===== src/rtl/core/tsq_pkg.sv =====
package tsq_pkg;

    // Field widths of the beats
    localparam int MODE_W   = 2;
    localparam int FLAGS_W  = 16;
    localparam int STATE_W  = 3;
    localparam int SLOT_W   = 2;
    localparam int FSEL_W   = 4;
    localparam int ACT_W    = 2;
    localparam int CODE_W   = 3;

    // Default sizes
    localparam int DEF_NUM_STATES      = 8;
    localparam int DEF_STEPS_PER_STATE = 4;
    localparam int DEF_NUM_FLAGS       = 16;

    // Item modes
    localparam logic [MODE_W-1:0] MODE_TICK    = 2'd0;
    localparam logic [MODE_W-1:0] MODE_WR_STEP = 2'd1;
    localparam logic [MODE_W-1:0] MODE_WR_ATTR = 2'd2;
    localparam logic [MODE_W-1:0] MODE_START   = 2'd3;

    // Sub-step actions; any other code ends the walk
    localparam logic [ACT_W-1:0] ACT_NEXT = 2'd0;
    localparam logic [ACT_W-1:0] ACT_JUMP = 2'd1;
    localparam logic [ACT_W-1:0] ACT_END  = 2'd2;

    typedef struct packed {
        logic [MODE_W-1:0]  mode;
        logic [FLAGS_W-1:0] flags;
        logic [STATE_W-1:0] state_sel;
        logic [SLOT_W-1:0]  slot_sel;
        logic [FSEL_W-1:0]  flag_sel;
        logic [ACT_W-1:0]   on_true;
        logic [ACT_W-1:0]   on_false;
        logic [STATE_W-1:0] target;
        logic               has_pass;
        logic               has_entry;
        logic               has_exit;
        logic [CODE_W-1:0]  report_code;
    } in_beat_t;

    typedef struct packed {
        logic               pass_fired;
        logic               exit_fired;
        logic               entry_fired;
        logic               jumped;
        logic [STATE_W-1:0] state_index_now;
        logic [CODE_W-1:0]  reported_state;
        logic               running;
        logic               fault;
    } out_beat_t;

    typedef struct packed {
        logic [FSEL_W-1:0]  flag_sel;
        logic [ACT_W-1:0]   on_true;
        logic [ACT_W-1:0]   on_false;
        logic [STATE_W-1:0] target;
    } step_entry_t;

    typedef struct packed {
        logic              has_pass;
        logic              has_entry;
        logic              has_exit;
        logic [CODE_W-1:0] report_code;
    } attr_t;

    // Decision of one sub-step
    typedef struct packed {
        logic               is_next;
        logic               is_jump;
        logic [STATE_W-1:0] target;
    } step_dec_t;

endpackage


===== src/rtl/core/tsq_ram.sv =====
module tsq_ram #(
    parameter int WIDTH = 8,
    parameter int DEPTH = 8
) (
    input  logic                     aclk,
    input  logic                     we,
    input  logic [$clog2(DEPTH)-1:0] waddr,
    input  logic [WIDTH-1:0]         wdata,
    input  logic [$clog2(DEPTH)-1:0] raddr,
    output logic [WIDTH-1:0]         rdata
);

    logic [WIDTH-1:0] mem [DEPTH];

    always_ff @(posedge aclk) begin
        if (we) begin
            mem[waddr] <= wdata;
        end
        rdata <= mem[raddr];
    end

endmodule


===== src/rtl/core/tsq_step_eval.sv =====
module tsq_step_eval #(
    parameter int NUM_FLAGS = tsq_pkg::DEF_NUM_FLAGS
) (
    input  tsq_pkg::step_entry_t             entry,
    input  logic [tsq_pkg::FLAGS_W-1:0]      flags,
    output tsq_pkg::step_dec_t               dec
);
    import tsq_pkg::*;

    logic             flag_val;
    logic [ACT_W-1:0] act;

    // Flags past the configured count read as zero
    assign flag_val = (32'(entry.flag_sel) < 32'(NUM_FLAGS)) && flags[entry.flag_sel];
    assign act      = flag_val ? entry.on_true : entry.on_false;

    assign dec.is_next = (act == ACT_NEXT);
    assign dec.is_jump = (act == ACT_JUMP);
    assign dec.target  = entry.target;

endmodule


===== src/rtl/core/table_driven_state_sequencer.sv =====
// Flow: a table write, a start, a stopped tick or a tick that faults in an unloaded state
// goes from S_IDLE straight to S_DONE, which loads the result beat; a running tick walks its
// sub-steps (1..STEPS_PER_STATE, one table read each) in S_STEP, then S_TGT on a jump, then S_DONE.
// One item at a time: the next beat is taken only once the result register has loaded, and
// a held result keeps the block waiting in S_DONE.
// Reset: control, current/published state and loaded bits clear; tables undefined.
module table_driven_state_sequencer #(
    parameter int NUM_STATES      = tsq_pkg::DEF_NUM_STATES,
    parameter int STEPS_PER_STATE = tsq_pkg::DEF_STEPS_PER_STATE,
    parameter int NUM_FLAGS       = tsq_pkg::DEF_NUM_FLAGS
) (
    input  logic               aclk,
    input  logic               aresetn,
    input  logic               s_valid,
    output logic               s_ready,
    input  tsq_pkg::in_beat_t  s_data,
    output logic               m_valid,
    input  logic               m_ready,
    output tsq_pkg::out_beat_t m_data
);
    import tsq_pkg::*;

    localparam int STEP_DEPTH = NUM_STATES * STEPS_PER_STATE;
    localparam int AW         = $clog2(STEP_DEPTH);
    localparam int SW         = $clog2(NUM_STATES);
    localparam int KW         = (STEPS_PER_STATE > 1) ? $clog2(STEPS_PER_STATE) : 1;
    localparam int STEP_W     = $bits(step_entry_t);
    localparam int ATTR_W     = $bits(attr_t);

    // Sequencer codes
    localparam logic [1:0] S_IDLE = 2'd0;  // take a beat
    localparam logic [1:0] S_STEP = 2'd1;  // test one sub-step per cycle
    localparam logic [1:0] S_TGT  = 2'd2;  // target attributes arrive
    localparam logic [1:0] S_DONE = 2'd3;  // load result register

    function automatic logic [SW-1:0] st_idx(input logic [STATE_W-1:0] s);
        logic [31:0] w;
        w = 32'(s);
        return w[SW-1:0];
    endfunction

    function automatic logic [AW-1:0] step_addr(input logic [STATE_W-1:0] s,
                                                input logic [31:0] k);
        logic [31:0] a;
        a = 32'(s) * 32'(STEPS_PER_STATE) + k;
        return a[AW-1:0];
    endfunction

    logic [1:0]            fsm_reg, fsm_next;
    logic                  run_reg, run_next;
    logic [STATE_W-1:0]    cur_reg, cur_next;
    logic [CODE_W-1:0]     pub_reg, pub_next;
    logic [NUM_STATES-1:0] loaded_reg, loaded_next;
    logic [KW-1:0]         k_reg, k_next;
    logic [STATE_W-1:0]    tgt_reg, tgt_next;
    logic [FLAGS_W-1:0]    flags_reg, flags_next;
    logic                  pass_reg, pass_next;
    logic                  exit_reg, exit_next;
    logic                  entry_reg, entry_next;
    logic                  jump_reg, jump_next;
    logic                  fault_reg, fault_next;
    logic                  m_valid_reg, m_valid_next;
    out_beat_t             m_data_reg, m_data_next;

    logic        accept;
    logic        cur_ok;
    logic        tgt_ok;
    logic        last_slot;
    logic        step_we;
    logic        attr_we;
    logic        jump_now;
    logic [AW-1:0] step_raddr;
    logic [SW-1:0] attr_raddr;
    logic [STEP_W-1:0] step_rbits;
    logic [ATTR_W-1:0] attr_rbits;
    step_entry_t step_rd;
    attr_t       attr_rd;
    step_entry_t step_wd;
    attr_t       attr_wd;
    step_dec_t   dec;

    assign s_ready = (fsm_reg == S_IDLE);
    assign accept  = s_valid && s_ready;
    assign m_valid = m_valid_reg;
    assign m_data  = m_data_reg;

    // A state is usable once its attributes were written
    assign cur_ok = (32'(cur_reg) < 32'(NUM_STATES)) && loaded_reg[st_idx(cur_reg)];
    assign tgt_ok = (32'(dec.target) < 32'(NUM_STATES)) && loaded_reg[st_idx(dec.target)];
    assign last_slot = (32'(k_reg) == 32'(STEPS_PER_STATE - 1));
    assign jump_now  = (fsm_reg == S_STEP) && dec.is_jump && tgt_ok;

    // Table writes, dropped when out of range
    assign step_we = accept && (s_data.mode == MODE_WR_STEP)
                     && (32'(s_data.state_sel) < 32'(NUM_STATES))
                     && (32'(s_data.slot_sel) < 32'(STEPS_PER_STATE));
    assign attr_we = accept && (s_data.mode == MODE_WR_ATTR)
                     && (32'(s_data.state_sel) < 32'(NUM_STATES));

    assign step_wd.flag_sel = s_data.flag_sel;
    assign step_wd.on_true  = s_data.on_true;
    assign step_wd.on_false = s_data.on_false;
    assign step_wd.target   = s_data.target;
    assign attr_wd.has_pass    = s_data.has_pass;
    assign attr_wd.has_entry   = s_data.has_entry;
    assign attr_wd.has_exit    = s_data.has_exit;
    assign attr_wd.report_code = s_data.report_code;

    // Read address: slot 0 on a tick, the following slot while advancing
    always_comb begin
        if (fsm_reg == S_STEP && !last_slot) begin
            step_raddr = step_addr(cur_reg, 32'(k_reg) + 32'd1);
        end else if (fsm_reg == S_STEP) begin
            step_raddr = step_addr(cur_reg, 32'(k_reg));
        end else begin
            step_raddr = step_addr(cur_reg, 32'd0);
        end
    end

    // Attribute port: current state, switch to the target on a jump
    assign attr_raddr = jump_now ? st_idx(dec.target) :
                        (fsm_reg == S_TGT) ? st_idx(tgt_reg) : st_idx(cur_reg);

    tsq_ram #(
        .WIDTH (STEP_W),
        .DEPTH (STEP_DEPTH)
    ) u_step_ram (
        .aclk  (aclk),
        .we    (step_we),
        .waddr (step_addr(s_data.state_sel, 32'(s_data.slot_sel))),
        .wdata (step_wd),
        .raddr (step_raddr),
        .rdata (step_rbits)
    );

    tsq_ram #(
        .WIDTH (ATTR_W),
        .DEPTH (NUM_STATES)
    ) u_attr_ram (
        .aclk  (aclk),
        .we    (attr_we),
        .waddr (st_idx(s_data.state_sel)),
        .wdata (attr_wd),
        .raddr (attr_raddr),
        .rdata (attr_rbits)
    );

    assign step_rd = step_rbits;
    assign attr_rd = attr_rbits;

    // Shared sub-step tester
    tsq_step_eval #(
        .NUM_FLAGS (NUM_FLAGS)
    ) u_eval (
        .entry (step_rd),
        .flags (flags_reg),
        .dec   (dec)
    );

    always_comb begin
        fsm_next     = fsm_reg;
        run_next     = run_reg;
        cur_next     = cur_reg;
        pub_next     = pub_reg;
        loaded_next  = loaded_reg;
        k_next       = k_reg;
        tgt_next     = tgt_reg;
        flags_next   = flags_reg;
        pass_next    = pass_reg;
        exit_next    = exit_reg;
        entry_next   = entry_reg;
        jump_next    = jump_reg;
        fault_next   = fault_reg;
        m_valid_next = m_valid_reg;
        m_data_next  = m_data_reg;

        // Drop the result beat once taken
        if (m_valid_reg && m_ready) begin
            m_valid_next = 1'b0;
        end

        unique case (fsm_reg)
            S_IDLE: begin
                if (accept) begin
                    flags_next = s_data.flags;
                    pass_next  = 1'b0;
                    exit_next  = 1'b0;
                    entry_next = 1'b0;
                    jump_next  = 1'b0;
                    fault_next = 1'b0;
                    k_next     = '0;
                    fsm_next   = S_DONE;
                    unique case (s_data.mode)
                        MODE_TICK: begin
                            if (run_reg && !cur_ok) begin
                                fault_next = 1'b1;
                                run_next   = 1'b0;
                            end else if (run_reg) begin
                                fsm_next = S_STEP;
                            end
                        end
                        MODE_WR_ATTR: begin
                            if (attr_we) begin
                                loaded_next[st_idx(s_data.state_sel)] = 1'b1;
                            end
                        end
                        MODE_START: begin
                            run_next = 1'b1;
                        end
                        default: begin
                        end
                    endcase
                end
            end
            S_STEP: begin
                // Attribute port holds the current state here
                pass_next = attr_rd.has_pass;
                if (dec.is_jump && !tgt_ok) begin
                    fault_next = 1'b1;
                    run_next   = 1'b0;
                    fsm_next   = S_DONE;
                end else if (dec.is_jump) begin
                    exit_next = attr_rd.has_exit;
                    tgt_next  = dec.target;
                    fsm_next  = S_TGT;
                end else if (dec.is_next && !last_slot) begin
                    k_next = k_reg + KW'(1);
                end else begin
                    // end action, unknown code, or ran off the last slot
                    fsm_next = S_DONE;
                end
            end
            S_TGT: begin
                cur_next   = tgt_reg;
                entry_next = attr_rd.has_entry;
                jump_next  = 1'b1;
                if (attr_rd.report_code != '0) begin
                    pub_next = attr_rd.report_code;
                end
                fsm_next = S_DONE;
            end
            S_DONE: begin
                // Hold until the output register is free
                if (!m_valid_reg || m_ready) begin
                    m_valid_next                = 1'b1;
                    m_data_next.pass_fired      = pass_reg;
                    m_data_next.exit_fired      = exit_reg;
                    m_data_next.entry_fired     = entry_reg;
                    m_data_next.jumped          = jump_reg;
                    m_data_next.state_index_now = cur_reg;
                    m_data_next.reported_state  = pub_reg;
                    m_data_next.running         = run_reg;
                    m_data_next.fault           = fault_reg;
                    fsm_next                    = S_IDLE;
                end
            end
            default: begin
                fsm_next = S_IDLE;
            end
        endcase
    end

    always_ff @(posedge aclk) begin
        if (!aresetn) begin
            fsm_reg     <= S_IDLE;
            run_reg     <= 1'b0;
            cur_reg     <= '0;
            pub_reg     <= '0;
            loaded_reg  <= '0;
            m_valid_reg <= 1'b0;
        end else begin
            fsm_reg     <= fsm_next;
            run_reg     <= run_next;
            cur_reg     <= cur_next;
            pub_reg     <= pub_next;
            loaded_reg  <= loaded_next;
            m_valid_reg <= m_valid_next;
        end
    end

    always_ff @(posedge aclk) begin
        k_reg      <= k_next;
        tgt_reg    <= tgt_next;
        flags_reg  <= flags_next;
        pass_reg   <= pass_next;
        exit_reg   <= exit_next;
        entry_reg  <= entry_next;
        jump_reg   <= jump_next;
        fault_reg  <= fault_next;
        m_data_reg <= m_data_next;
    end

`ifndef ASSERT_OFF
    // A fault stops the machine in the same beat
    a_fault_stops: assert property (@(posedge aclk) disable iff (!aresetn)
        m_valid_reg && m_data_reg.fault |-> !m_data_reg.running)
        else $error("fault beat reports running");

    // Exit and entry fire only with a taken jump, never with a fault
    a_jump_actions: assert property (@(posedge aclk) disable iff (!aresetn)
        m_valid_reg && (m_data_reg.exit_fired || m_data_reg.entry_fired || m_data_reg.fault)
        |-> (m_data_reg.jumped != m_data_reg.fault))
        else $error("exit/entry without jump, or jump with fault");

    // A running tick in a loaded state starts the sub-step walk
    a_tick_walks: assert property (@(posedge aclk) disable iff (!aresetn)
        accept && (s_data.mode == MODE_TICK) && run_reg && cur_ok |=> fsm_reg == S_STEP)
        else $error("running tick did not walk its sub-steps");

    // A jump moves the current state to the captured target
    a_tgt_update: assert property (@(posedge aclk) disable iff (!aresetn)
        fsm_reg == S_TGT |=> (cur_reg == $past(tgt_reg)) && jump_reg)
        else $error("jump did not update current state");
`endif

endmodule


===== config.mk =====
export PLATFORM = sky130hd
export DESIGN_NAME = table_driven_state_sequencer
export DESIGN_NICKNAME = d
export VERILOG_FILES = /design/src/rtl/core/tsq_pkg.sv /design/src/rtl/core/tsq_ram.sv /design/src/rtl/core/tsq_step_eval.sv /design/src/rtl/core/table_driven_state_sequencer.sv
export SDC_FILE = /design/constraint.sdc
export NUM_CORES = 1
export LEC_CHECK = 0
export ABC_AREA = 1
export BUFFER_PORTS_ARGS = -buffer_cell sky130_fd_sc_hd__buf_2
export CAP_MARGIN = 30
export CELL_PAD_IN_SITES_DETAIL_PLACEMENT = 0
export CELL_PAD_IN_SITES_GLOBAL_PLACEMENT = 2
export CORE_AREA = 8 8 260 262
export CTS_CLUSTER_DIAMETER = 100
export DETAILED_ROUTE_END_ITERATION = 16
export DIE_AREA = 0 0 268 270
export GPL_ROUTABILITY_DRIVEN = 1
export PLACE_DENSITY = 0.59
export REMOVE_ABC_BUFFERS = 1
export SYNTH_ARGS = -nofsm -noshare
export SYNTH_HDL_FRONTEND = slang
export SYNTH_SLANG_ARGS = --single-unit

===== constraint.sdc =====
create_clock -name aclk -period 6.2 [get_ports aclk]
set_input_delay 0.62 -clock aclk [delete_from_list [all_inputs] [get_ports aclk]]
set_output_delay 0.62 -clock aclk [all_outputs]
set_load 0.01 [all_outputs]

; ---- Word level (Yosys, flattened, before mapping)
; Memory sizes are Yosys's and may differ from the RTL's. A register that Yosys moved wholly into a read port is not among the register bits.
; Cells that the tools add are included.
[word_totals]
mem_bits_rw = 400
n_memories = 2
reg_bits = 56
inputBits = 44
wordCells = 139
out_inout_bits = 14
[mem_list]
columns = name, depth, word_bits, read_ports, rd_clocked_by_memory_dff, wr, line_no
row1 = u_step_ram.mem, 32, 11, 1, 1, 1, tsq_ram.sv:13  ; logic [WIDTH-1:0] mem [DEPTH];
row2 = u_attr_ram.mem, 8, 6, 1, 1, 1, tsq_ram.sv:13
[classes]
eq_ne = 18
bitwise = 2
reduce_logical = 34
n_addsub = 5
magnitude_cmp = 5
muxes = 51
[ops]
columns = cell, n
row1 = $mux W2, 13
row2 = $mux W1, 21
row3 = $pmux W1 S2, 7
row4 = $lt A3 B4 Y1 const B, 3
row5 = $logic_and A1 B1 Y1, 11
row6 = $add A5 B2 Y5, 2
row7 = $eq A2 B2 Y1 const B, 5
row8 = $mux W5, 2
row9 = $reduce_and A2 Y1, 5
row10 = $reduce_and A5 Y1, 2
row11 = $reduce_and A3 Y1, 3
row12 = $ne A2 B2 Y1 const B, 4
row13 = $or A8 B8 Y8, 1
row14 = $pmux W2 S4, 1
row15 = $reduce_and A4 Y1, 2
row16 = $bmux W1 S3, 2
row17 = $eq A2 B1 Y1 const B, 3
row18 = $logic_not A2 Y1, 3
row19 = $mux W3, 2
row20 = $ne A2 B1 Y1 const B, 3
row21 = $add A5 B3 Y5, 1
row22 = $lt A4 B5 Y1 const B, 1
row23 = $bmux W1 S4, 1
row24 = $logic_not A1 Y1, 4
row25 = other kinds (12), 13

; ---- Longest topological paths before layout
; Gate-level depths: netlist of run 1.
[logic_depth]
word_depth = 9
ltp_mapped = 20
ltp_nobuf = 18

; ---- Modules after synthesis
; Synthesis of run 1 repeated with hierarchy kept, for this count alone.
[hier_totals]
hier_cells = 1780
area_unflattened_um2 = 19632.6
[by_module_without_submodules]
columns = mod, seq_area_each_um2, n_inst, area_per_inst_um2, cells_each
row1 = tsq_ram at u_step_ram, 10790.3, 1, 14666.6, 1249
row2 = table_driven_state_sequencer, 1501.4, 1, 2356.0, 235
row3 = tsq_ram at u_attr_ram, 1561.5, 1, 2290.9, 231
row4 = tsq_step_eval, 0.0, 1, 319.1, 65

; ---- Worst setup path after synthesis of run 1
; OpenSTA, ideal clock, no wires.
[synth_timing]
path_type = reg2reg
from = register fsm_reg[1]
to = memory u_step_ram.mem[0][0] in the netlist's numbering, enable pin
stages_incl_launch_ff = 7
n_path_buf = 0
required_ns = 5.822
arrival_time_ns = 1.872
period_less_slack_ns = 2.251
slack_ns = 3.949
setup_ns = 0.378
cell_sequence = dfxtp_1 > inv_1 > ha_1 > nand2_1 > nor3_1 > nand3_1 > nor2_1
[synth_between]
elab_chain_len = 5
[synth_lines]
columns = item, line_no
row1 = "start, declared", table_driven_state_sequencer.sv:49  ; logic [1:0] fsm_reg, fsm_next;
row2 = "start signal, assigned", table_driven_state_sequencer.sv:272  ; fsm_reg <= fsm_next;
row3 = $logic_not A2 Y1, table_driven_state_sequencer.sv:82  ; assign s_ready = (fsm_reg == S_IDLE);
row4 = net s_ready, table_driven_state_sequencer.sv:15  ; output logic s_ready,
row5 = $logic_and A1 B1 Y1, table_driven_state_sequencer.sv:83  ; assign accept = s_valid && s_ready;
row6 = $logic_and A1 B1 Y1, table_driven_state_sequencer.sv:94  ; assign step_we = accept && (s_data.mode == MODE_WR_STEP)
row7 = $mux W1, tsq_ram.sv:16  ; if (we) begin
row8 = $mux W1 (not written as such), tsq_ram.sv:17  ; mem[waddr] <= wdata;
row9 = "end, declared", tsq_ram.sv:13
; The timed path passes the listed nets, and every way through them passes these cells.

; ---- Worst setup path after layout of run 1
[layout_timing]
from = register fsm_reg[1]
to = register u_step_ram.rdata[5] (read register of u_step_ram.mem)
[layout_between]
elab_chain_len = 3
word_cells_on_any_way = 4
cone_classes = eq/ne: 1 / mux: 2 / reduce/logical: 1
[layout_lines]
columns = item, line_no
row1 = $eq A2 B1 Y1 *, "table_driven_state_sequencer.sv:111, table_driven_state_sequencer.sv:113"
row2 = $mux W5 or $logic_and A1 B1 Y1 (tied branches), "table_driven_state_sequencer.sv:113, table_driven_state_sequencer.sv:111"
row3 = $mux W5 *, table_driven_state_sequencer.sv:111  ; if (fsm_reg == S_STEP && !last_slot) begin
row4 = "end, declared", tsq_ram.sv:10  ; output logic [WIDTH-1:0] rdata
; Every way passes the cells marked *; elsewhere a longest branch is shown, timed or not.
; A chain may end at the register's enable or synchronous reset.

==> results of run 1 <==
placed cells by master, fill, tap and decap left out, types with 2 or more instances in the layout:
| cell | count |
|---|---|
| nand2_4 | 3 |
| a21oi_1 | 20 |
| a31oi_1 | 12 |
| nand2_1 | 121 |
| diode_2 | 2 |
| or2_2 | 3 |
| buf_2 | 57 |
| clkbuf_1 | 17 |
| o221ai_1 | 78 |
| o21a_1 | 3 |
| dfxtp_1 | 34 |
| o21ai_1 | 5 |
| buf_12 | 2 |
| inv_1 | 109 |
| edfxtp_1 | 438 |
| buf_16 | 2 |
| nor2_1 | 257 |
| o22ai_1 | 9 |
| clkinv_2 | 14 |
| o211ai_1 | 6 |
| clkinv_1 | 7 |
| clkbuf_8 | 5 |
| ha_1 | 5 |
| o21ai_0 | 190 |
| nand3_1 | 101 |
| clkbuf_16 | 55 |
| o21ai_2 | 2 |
| nor3_1 | 9 |
| nand3_2 | 4 |
| bufinv_16 | 2 |
| inv_2 | 4 |
| nand2_2 | 5 |
| buf_6 | 2 |
| buf_4 | 36 |
| inv_6 | 2 |
worst paths after layout:
| path | from | end | depth (start not counted) |
|---|---|---|---|
| min | s_data[24] | flags_reg[2]$_DFFE_PP_ | 1 |
| min reg2reg | jump_reg$_DFFE_PP_ | m_data[8]$_DFFE_PP_ | 0 |
| max reg2reg | fsm_reg[1]$_SDFFE_PN0P_ | u_step_ram.rdata[5]$_DFF_P_ | 13 |
| max | fsm_reg[1]$_SDFFE_PN0P_ | u_step_ram.rdata[5]$_DFF_P_ | 13 |
layout make-up:
class                      count  area [sq um]  share of cell area [%]
antenna                        2          5.00                  0.0228
clock buffer                  77          1510                    6.86
clock inverter                25           193                   0.876
inverter                     117           448                    2.04
multi-input combinational    842          4240                    19.3
sequential                   473         13900                    63.0
tap                          855          1070                    4.86
timing repair buffer          99           673                    3.06
power breakdown:
part           internal (uW)  total, uW  switching (uW)  leakage [uW]
clock                   1780       3070            1290      0.000841
combinational            835       2980            2150       0.00249
sequential              3690       3820             137       0.00424
total                   6300       9870            3570       0.00757
metal layers:
| metal | track usage, % | wire length, um | vias up |
|---|---|---|---|
| li1 | - | - | 5654 |
| met1 | 20.8 | 25500 | 6076 |
| met2 | 23.0 | 24700 | 296 |
| met3 | 2.72 | 2910 | 88 |
| met4 | 3.79 | 1080 | 0 |
| met5 | 0 | 0 | - |
metrics by stage:
step	hold WS (ns)	utilization, %	area (sq um)	power (uW)
final	0.198	34.6	22000	9870
after global routing	0.173	34.5	22000	10400
after CTS	0.159	34.5	22000	10000
after detailed placement	0.409	31.9	20300	6930
after global placement	0.404	31.7	20200	6890
after floorplan	0.400	-	18500	5650
cells by family after synthesis:
kind of cell               synth area share, %
and+or+nand+nor                           11.3
DFF                                       73.3
AOI/OAI and AO/OA                         10.6
buffers and inverters                     4.40
adders and majority gates                0.331
xor gates and xnor gates                0.0464
==> results.py, run 1 <==
metrics = {
    "timing": {
        "setup_viol": 0,
        "max_freq_mhz": 245,
        "clock_skew_ns": 0.0197,
        "fin_crit_ns": 4.08,
        "rsz0062_at_grt": "false",
        "hold_violations": 0,
        "setup_tns_ns": 0,
        "max_slew.worst_pin.slew_ns": 0.977,
        "relSlewSlack_pct": 34.7,
        "slew_violations": 0,
        "fin_crit_sh_pct": 65.9,
        "setup_ws_ns": 2.12,
    },
    "yosys": {
        "synth_area_leader_cell": "edfxtp_1",
        "synth_area_sq_um": 18900,
        "synth_top_area_share_pct": 69.6,
        "yosys.cell_types.count": 36,
        "synth.most_common_cell": "edfxtp_1",
        "ys_seq_area_share_pct": 73.3,
        "synth_common_cells": "438 x edfxtp_1, 257 x nor2_1, 190 x o21ai_0, 121 x nand2_1, 111 x inv_1",
        "ys_top_cells_by_area": "edfxtp_1 70%, nor2_1 5.1%, o21ai_0 5.0%, dfxtp_1 3.7%, o221ai_1 3.6%",
        "yosysWarnings": 0,
        "synth_flop_cell": "edfxtp_1",
        "synth_edf_count": 438,
        "yosys_register_bits": 473,
        "synth_area_per_cell_sq_um": 12.5,
        "syn-instance-count": 1515,
        "synth-async-reset-ratio_pct": 0,
    },
    "critical_path": {
        "cpMaxStageDelayCell": "clkinv_2",
        "path_delay_family": "buffers and inverters",
        "critical_path_peak_fanout": 51,
        "rrSetupSlack_ns": 2.12,
        "crit_arrival_ns": 4.55,
        "crit_path_end_kind": "register",
        "crit_type": "register to register",
        "cp_data_required_time_ns": 6.66,
        "cp-start-kind": "register",
        "cpPeakStageDelay_ns": 0.80,
        "crit_buf_inv": 4,
        "path_cells": "inv_1 > ha_1 > nand2_1 > inv_1 > o21ai_4 > clkinv_2 > buf_12 > o21ai_0 > o221ai_1 > nand3_1 > nand2_1 > nor2_1 > a31oi_1",
    },
    "global_routing": {
        "grt_pass1_vias": 11900,
        "grt_usage_pct": 14.7,
        "grt_pass1_wl_um": 79800,
        "overflow": 0,
        "antenna_found_initial": 1,
        "grt_max_degree": 115,
    },
    "cts": {
        "cts-root-buf": "clkbuf_16",
        "cts_buffer_depth": 3,
        "holdBufCountCts": 0,
        "clock_latency_ns": 0.60,
        "cts_resized": 0,
        "cts_num_sinks": 473,
        "h-tree-depth": 2,
        "clkTransAtPathRegs_ns": 0.06,
        "post_cts_buffers": 0,
        "cts_tree": "built",
        "cts_buffers": 54,
    },
    "layout": {
        "final_nets": 1636,
        "syn_to_final_growth_pct": 16.4,
        "largest_reg_flops": 352,
        "layout-drive-gt1-share_pct": 12.7,
        "layout.cells.non_filler": 2490,
        "fill_cells": 6306,
    },
    "placement": {
        "gp_congestion": 0.750,
        "numPortBuffers": 57,
        "dp.cells": 2386,
        "dp_hpwl_um": 32000,
        "pre_cts_ws_ns": 2.12,
    },
    "drt": {
        "drt_iter0_drc": 843,
        "antenna_left": 0,
        "vias": 12100,
        "post-route-drc-count": 0,
        "wirelength_um": 54100,
        "wl_per_cell_um": 21.7,
        "post_drt_via_cell_ratio": 4.87,
        "first_pass_iters": 5,
    },
    "floorplanning": {
        "dieArea_sq_um": 72400,
        "pin_count": 58,
        "fp-row-count": 93,
        "coreArea_sq_um": 63600,
        "initial_utilization_pct": 29.7,
        "die_h_um": 270,
        "die_w_um": 268,
    },
    "run": {
        "drv_cap": 0,
    },
    "worst_hold_path": {
        "hp-class": "primary input to register",
    },
    "power_and_ir_drop": {
        "p_per_area_nw_per_um2": 449,
        "leakage_uw": 0.00757,
        "ir_drop_mv": 0.225,
    },
    "status": {
        "outcome": "completed",
    },
}
(Power assumes the default switching activity.)
==> run 2, diff against run 1 <==
==> constraint.sdc (replaced) <==
create_clock -name aclk -period 3.8 [get_ports aclk]
set_input_delay 0.38 -clock aclk [delete_from_list [all_inputs] [get_ports aclk]]
set_output_delay 0.38 -clock aclk [all_outputs]
set_load 0.01 [all_outputs]
==> run 2 against run 1 <==
Net effect: sequential power is 64% higher; hold slack lost 0.14 ns; clock-buffer cell count is 9 lower; die area did not move; combinational power is 68% higher; via count shrank 0.45%; utilization grew 0.58 points; critical path type unchanged; clock power up 68%; routed wire length up 0.78%; highest routed layer unchanged; final cell count is 1.4% higher; register-to-register slack got worse by 1.6 ns.
==> results.py, run 2 (synthesis results as in run 1) <==
metrics = {
    "status": {
        "outcome": "completed",
    },
    "power_and_ir_drop": {
        "total_power_uw": 16400,
        "power_switching_uw": 5880,
        "p_per_area_nw_per_um2": 734,
        "combPwrFrac_pct": 30.5,
        "p_clk_share_pct": 31.4,
        "p_int_uw": 10500,
        "sw_frac_of_total_pct": 35.8,
        "seq_power_share_pct": 38.2,
        "leakage_uw": 0.00777,
        "ir_drop_mv": 0.684,
    },
    "placement": {
        "numPortBuffers": 57,
        "place_area_sq_um": 20400,
        "gp_congestion": 0.740,
        "pre_cts_ws_ns": 0.492,
        "dp_hpwl_um": 32300,
        "dp.cells": 2408,
    },
    "floorplanning": {
        "coreArea_sq_um": 63600,
        "fp-row-count": 93,
        "initial_utilization_pct": 29.7,
        "dieArea_sq_um": 72400,
        "die_h_um": 270,
        "pin_count": 58,
        "die_w_um": 268,
    },
    "cts": {
        "clock_latency_ns": 0.60,
        "cts_buffer_depth": 3,
        "post_cts_buffers": 0,
        "h-tree-depth": 2,
        "cts-root-buf": "clkbuf_16",
        "clkTransAtPathRegs_ns": 0.06,
        "cts_num_sinks": 473,
        "cts_buffers": 54,
        "cts_tree": "built",
    },
    "timing": {
        "setup_viol": 0,
        "clock_skew_ns": 0.0139,
        "relSlewSlack_pct": 40.8,
        "max_freq_mhz": 303,
        "max_slew.worst_pin.slew_ns": 0.885,
        "fin_crit_sh_pct": 86.9,
        "hold_violations": 0,
        "fin_crit_ns": 3.30,
        "setup_tns_ns": 0,
        "setup_ws_ns": 0.498,
        "rsz0062_at_grt": "false",
        "slew_violations": 0,
    },
    "worst_hold_path": {
        "min_delay_path_depth": 4,
        "min_from": "m_ready",
        "hp-class": "primary input to register",
        "min_to": "m_valid$_SDFF_PN0_",
    },
    "critical_path": {
        "r2r_end": "u_step_ram.rdata[8]$_DFF_P_",
        "crit_arrival_ns": 3.82,
        "cp_data_required_time_ns": 4.31,
        "crit_path_end_kind": "register",
        "rrSetupSlack_ns": 0.50,
        "cp-start-kind": "register",
        "r2r_cells": 14,
        "crit_type": "register to register",
        "critical_path_peak_fanout": 46,
        "r2r_start": "fsm_reg[1]$_SDFFE_PN0P_",
    },
    "global_routing": {
        "grt_usage_pct": 14.8,
        "grt_max_degree": 65,
        "grt_pass1_vias": 11800,
        "grt_pass1_wl_um": 79700,
        "overflow": 0,
        "antenna_found_initial": 0,
    },
    "layout": {
        "mostFrequentLayoutCells": "438 x edfxtp_1, 257 x nor2_1, 190 x o21ai_0, 121 x nand2_1, 109 x inv_1",
        "mostFrequentLayoutCell": "edfxtp_1",
        "syn_to_final_growth_pct": 18.3,
        "layout-drive-gt1-share_pct": 14.0,
        "largest_reg_flops": 352,
        "fin_area_sq_um": 22400,
        "antenna_cells": 0,
        "layout.cells.non_filler": 2524,
        "final_nets": 1674,
    },
    "run": {
        "drv_cap": 0,
    },
    "drt": {
        "antenna_left": 0,
        "wirelength_um": 54600,
        "vias": 12100,
        "first_pass_iters": 5,
        "wl_per_cell_um": 21.6,
        "post-route-drc-count": 0,
        "drt_iter0_drc": 858,
        "post_drt_via_cell_ratio": 4.78,
    },
}
## run 2: changes by cell type in the layout (fill, tap and decap cells not counted), moves of 3 or more
cell / delta
clkbuf_1: -11
buf_4: +23
clkinv_1: +6
dlygate4sd3_1: +16
buf_12: +3
## run 2: metrics by stage
| stage | hold WS, ns | utilization [%] |
|---|---|---|
| 3_3_place_gp | 0.407 | 32.1 |
| 3_5_place_dp | 0.421 | 32.1 |
| 4_1_cts | 0.0128 | 35.1 |
| 6_report | 0.0562 | 35.1 |
| 5_1_grt | 0.0428 | 35.1 |
| 2_1_floorplan | 0.400 | - |
## run 2: how the worst max path moves through the flow
stage,startpoint,end,slack (ns)
final,fsm_reg[1]$_SDFFE_PN0P_,u_step_ram.rdata[8]$_DFF_P_,0.50
after global routing,fsm_reg[1]$_SDFFE_PN0P_,u_step_ram.rdata[9]$_DFF_P_,0.23
after CTS,fsm_reg[1]$_SDFFE_PN0P_,u_step_ram.rdata[4]$_DFF_P_,0.45
after detailed placement,fsm_reg[1]$_SDFFE_PN0P_,u_step_ram.rdata[4]$_DFF_P_,0.49
after global placement,fsm_reg[1]$_SDFFE_PN0P_,u_step_ram.rdata[2]$_DFF_P_,0.53
after floorplan,fsm_reg[1]$_SDFFE_PN0P_,u_step_ram.rdata[9]$_DFF_P_,-0.98
## run 2: power by group through the flow
stage               registers, uW  logic (uW)  clock network, uW
floorplan                    6280        2930                  0
global placement             6370        5100                  0
detailed placement           6370        5080                  0
CTS                          6270        5110               5290
global route                 6290        5570               5470
finish                       6260        5000               5150
## run 2: metal layers
metal	wire, um	vias to the layer above	global-route usage (%)	part of all wire [%]
li1	-	5705	-	-
met1	25800	6056	21.0	47
met2	25600	227	23.5	47
met3	2070	72	2.09	3.8
met4	1130	0	3.90	2.1
met5	0	-	0	0
## run 2: worst max-delay path: stages, from the launching register on
cell and delay [ns]:
dfxtp_1 0.33, inv_1 0.11, ha_1 0.42, inv_2 0.13, nor2_1 0.16, nand2_1 0.19
nand2_8 0.32, buf_12 0.28, buf_4 0.22, o21ai_0 0.09, o221ai_1 0.41, nand3_1 0.13
nand2_1 0.16, nor2_1 0.06, a31oi_1 0.17
## run 2: cell type report
class | count | area (sq um)
Tap cell | 855 | 1070
Sequential cell | 473 | 13900
Clock buffer | 68 | 1500
Inverter | 117 | 447
Multi-Input combinational cell | 842 | 4240
Timing Repair Buffer | 137 | 988
Clock inverter | 32 | 269
Fill cell | 6212 | 41300
## run 2: what timing repair did
action                    in CTS  in global routing
gates resized for setup        0                  0
hold buffers                  16                  0
hold endpoints to repair      16                  0
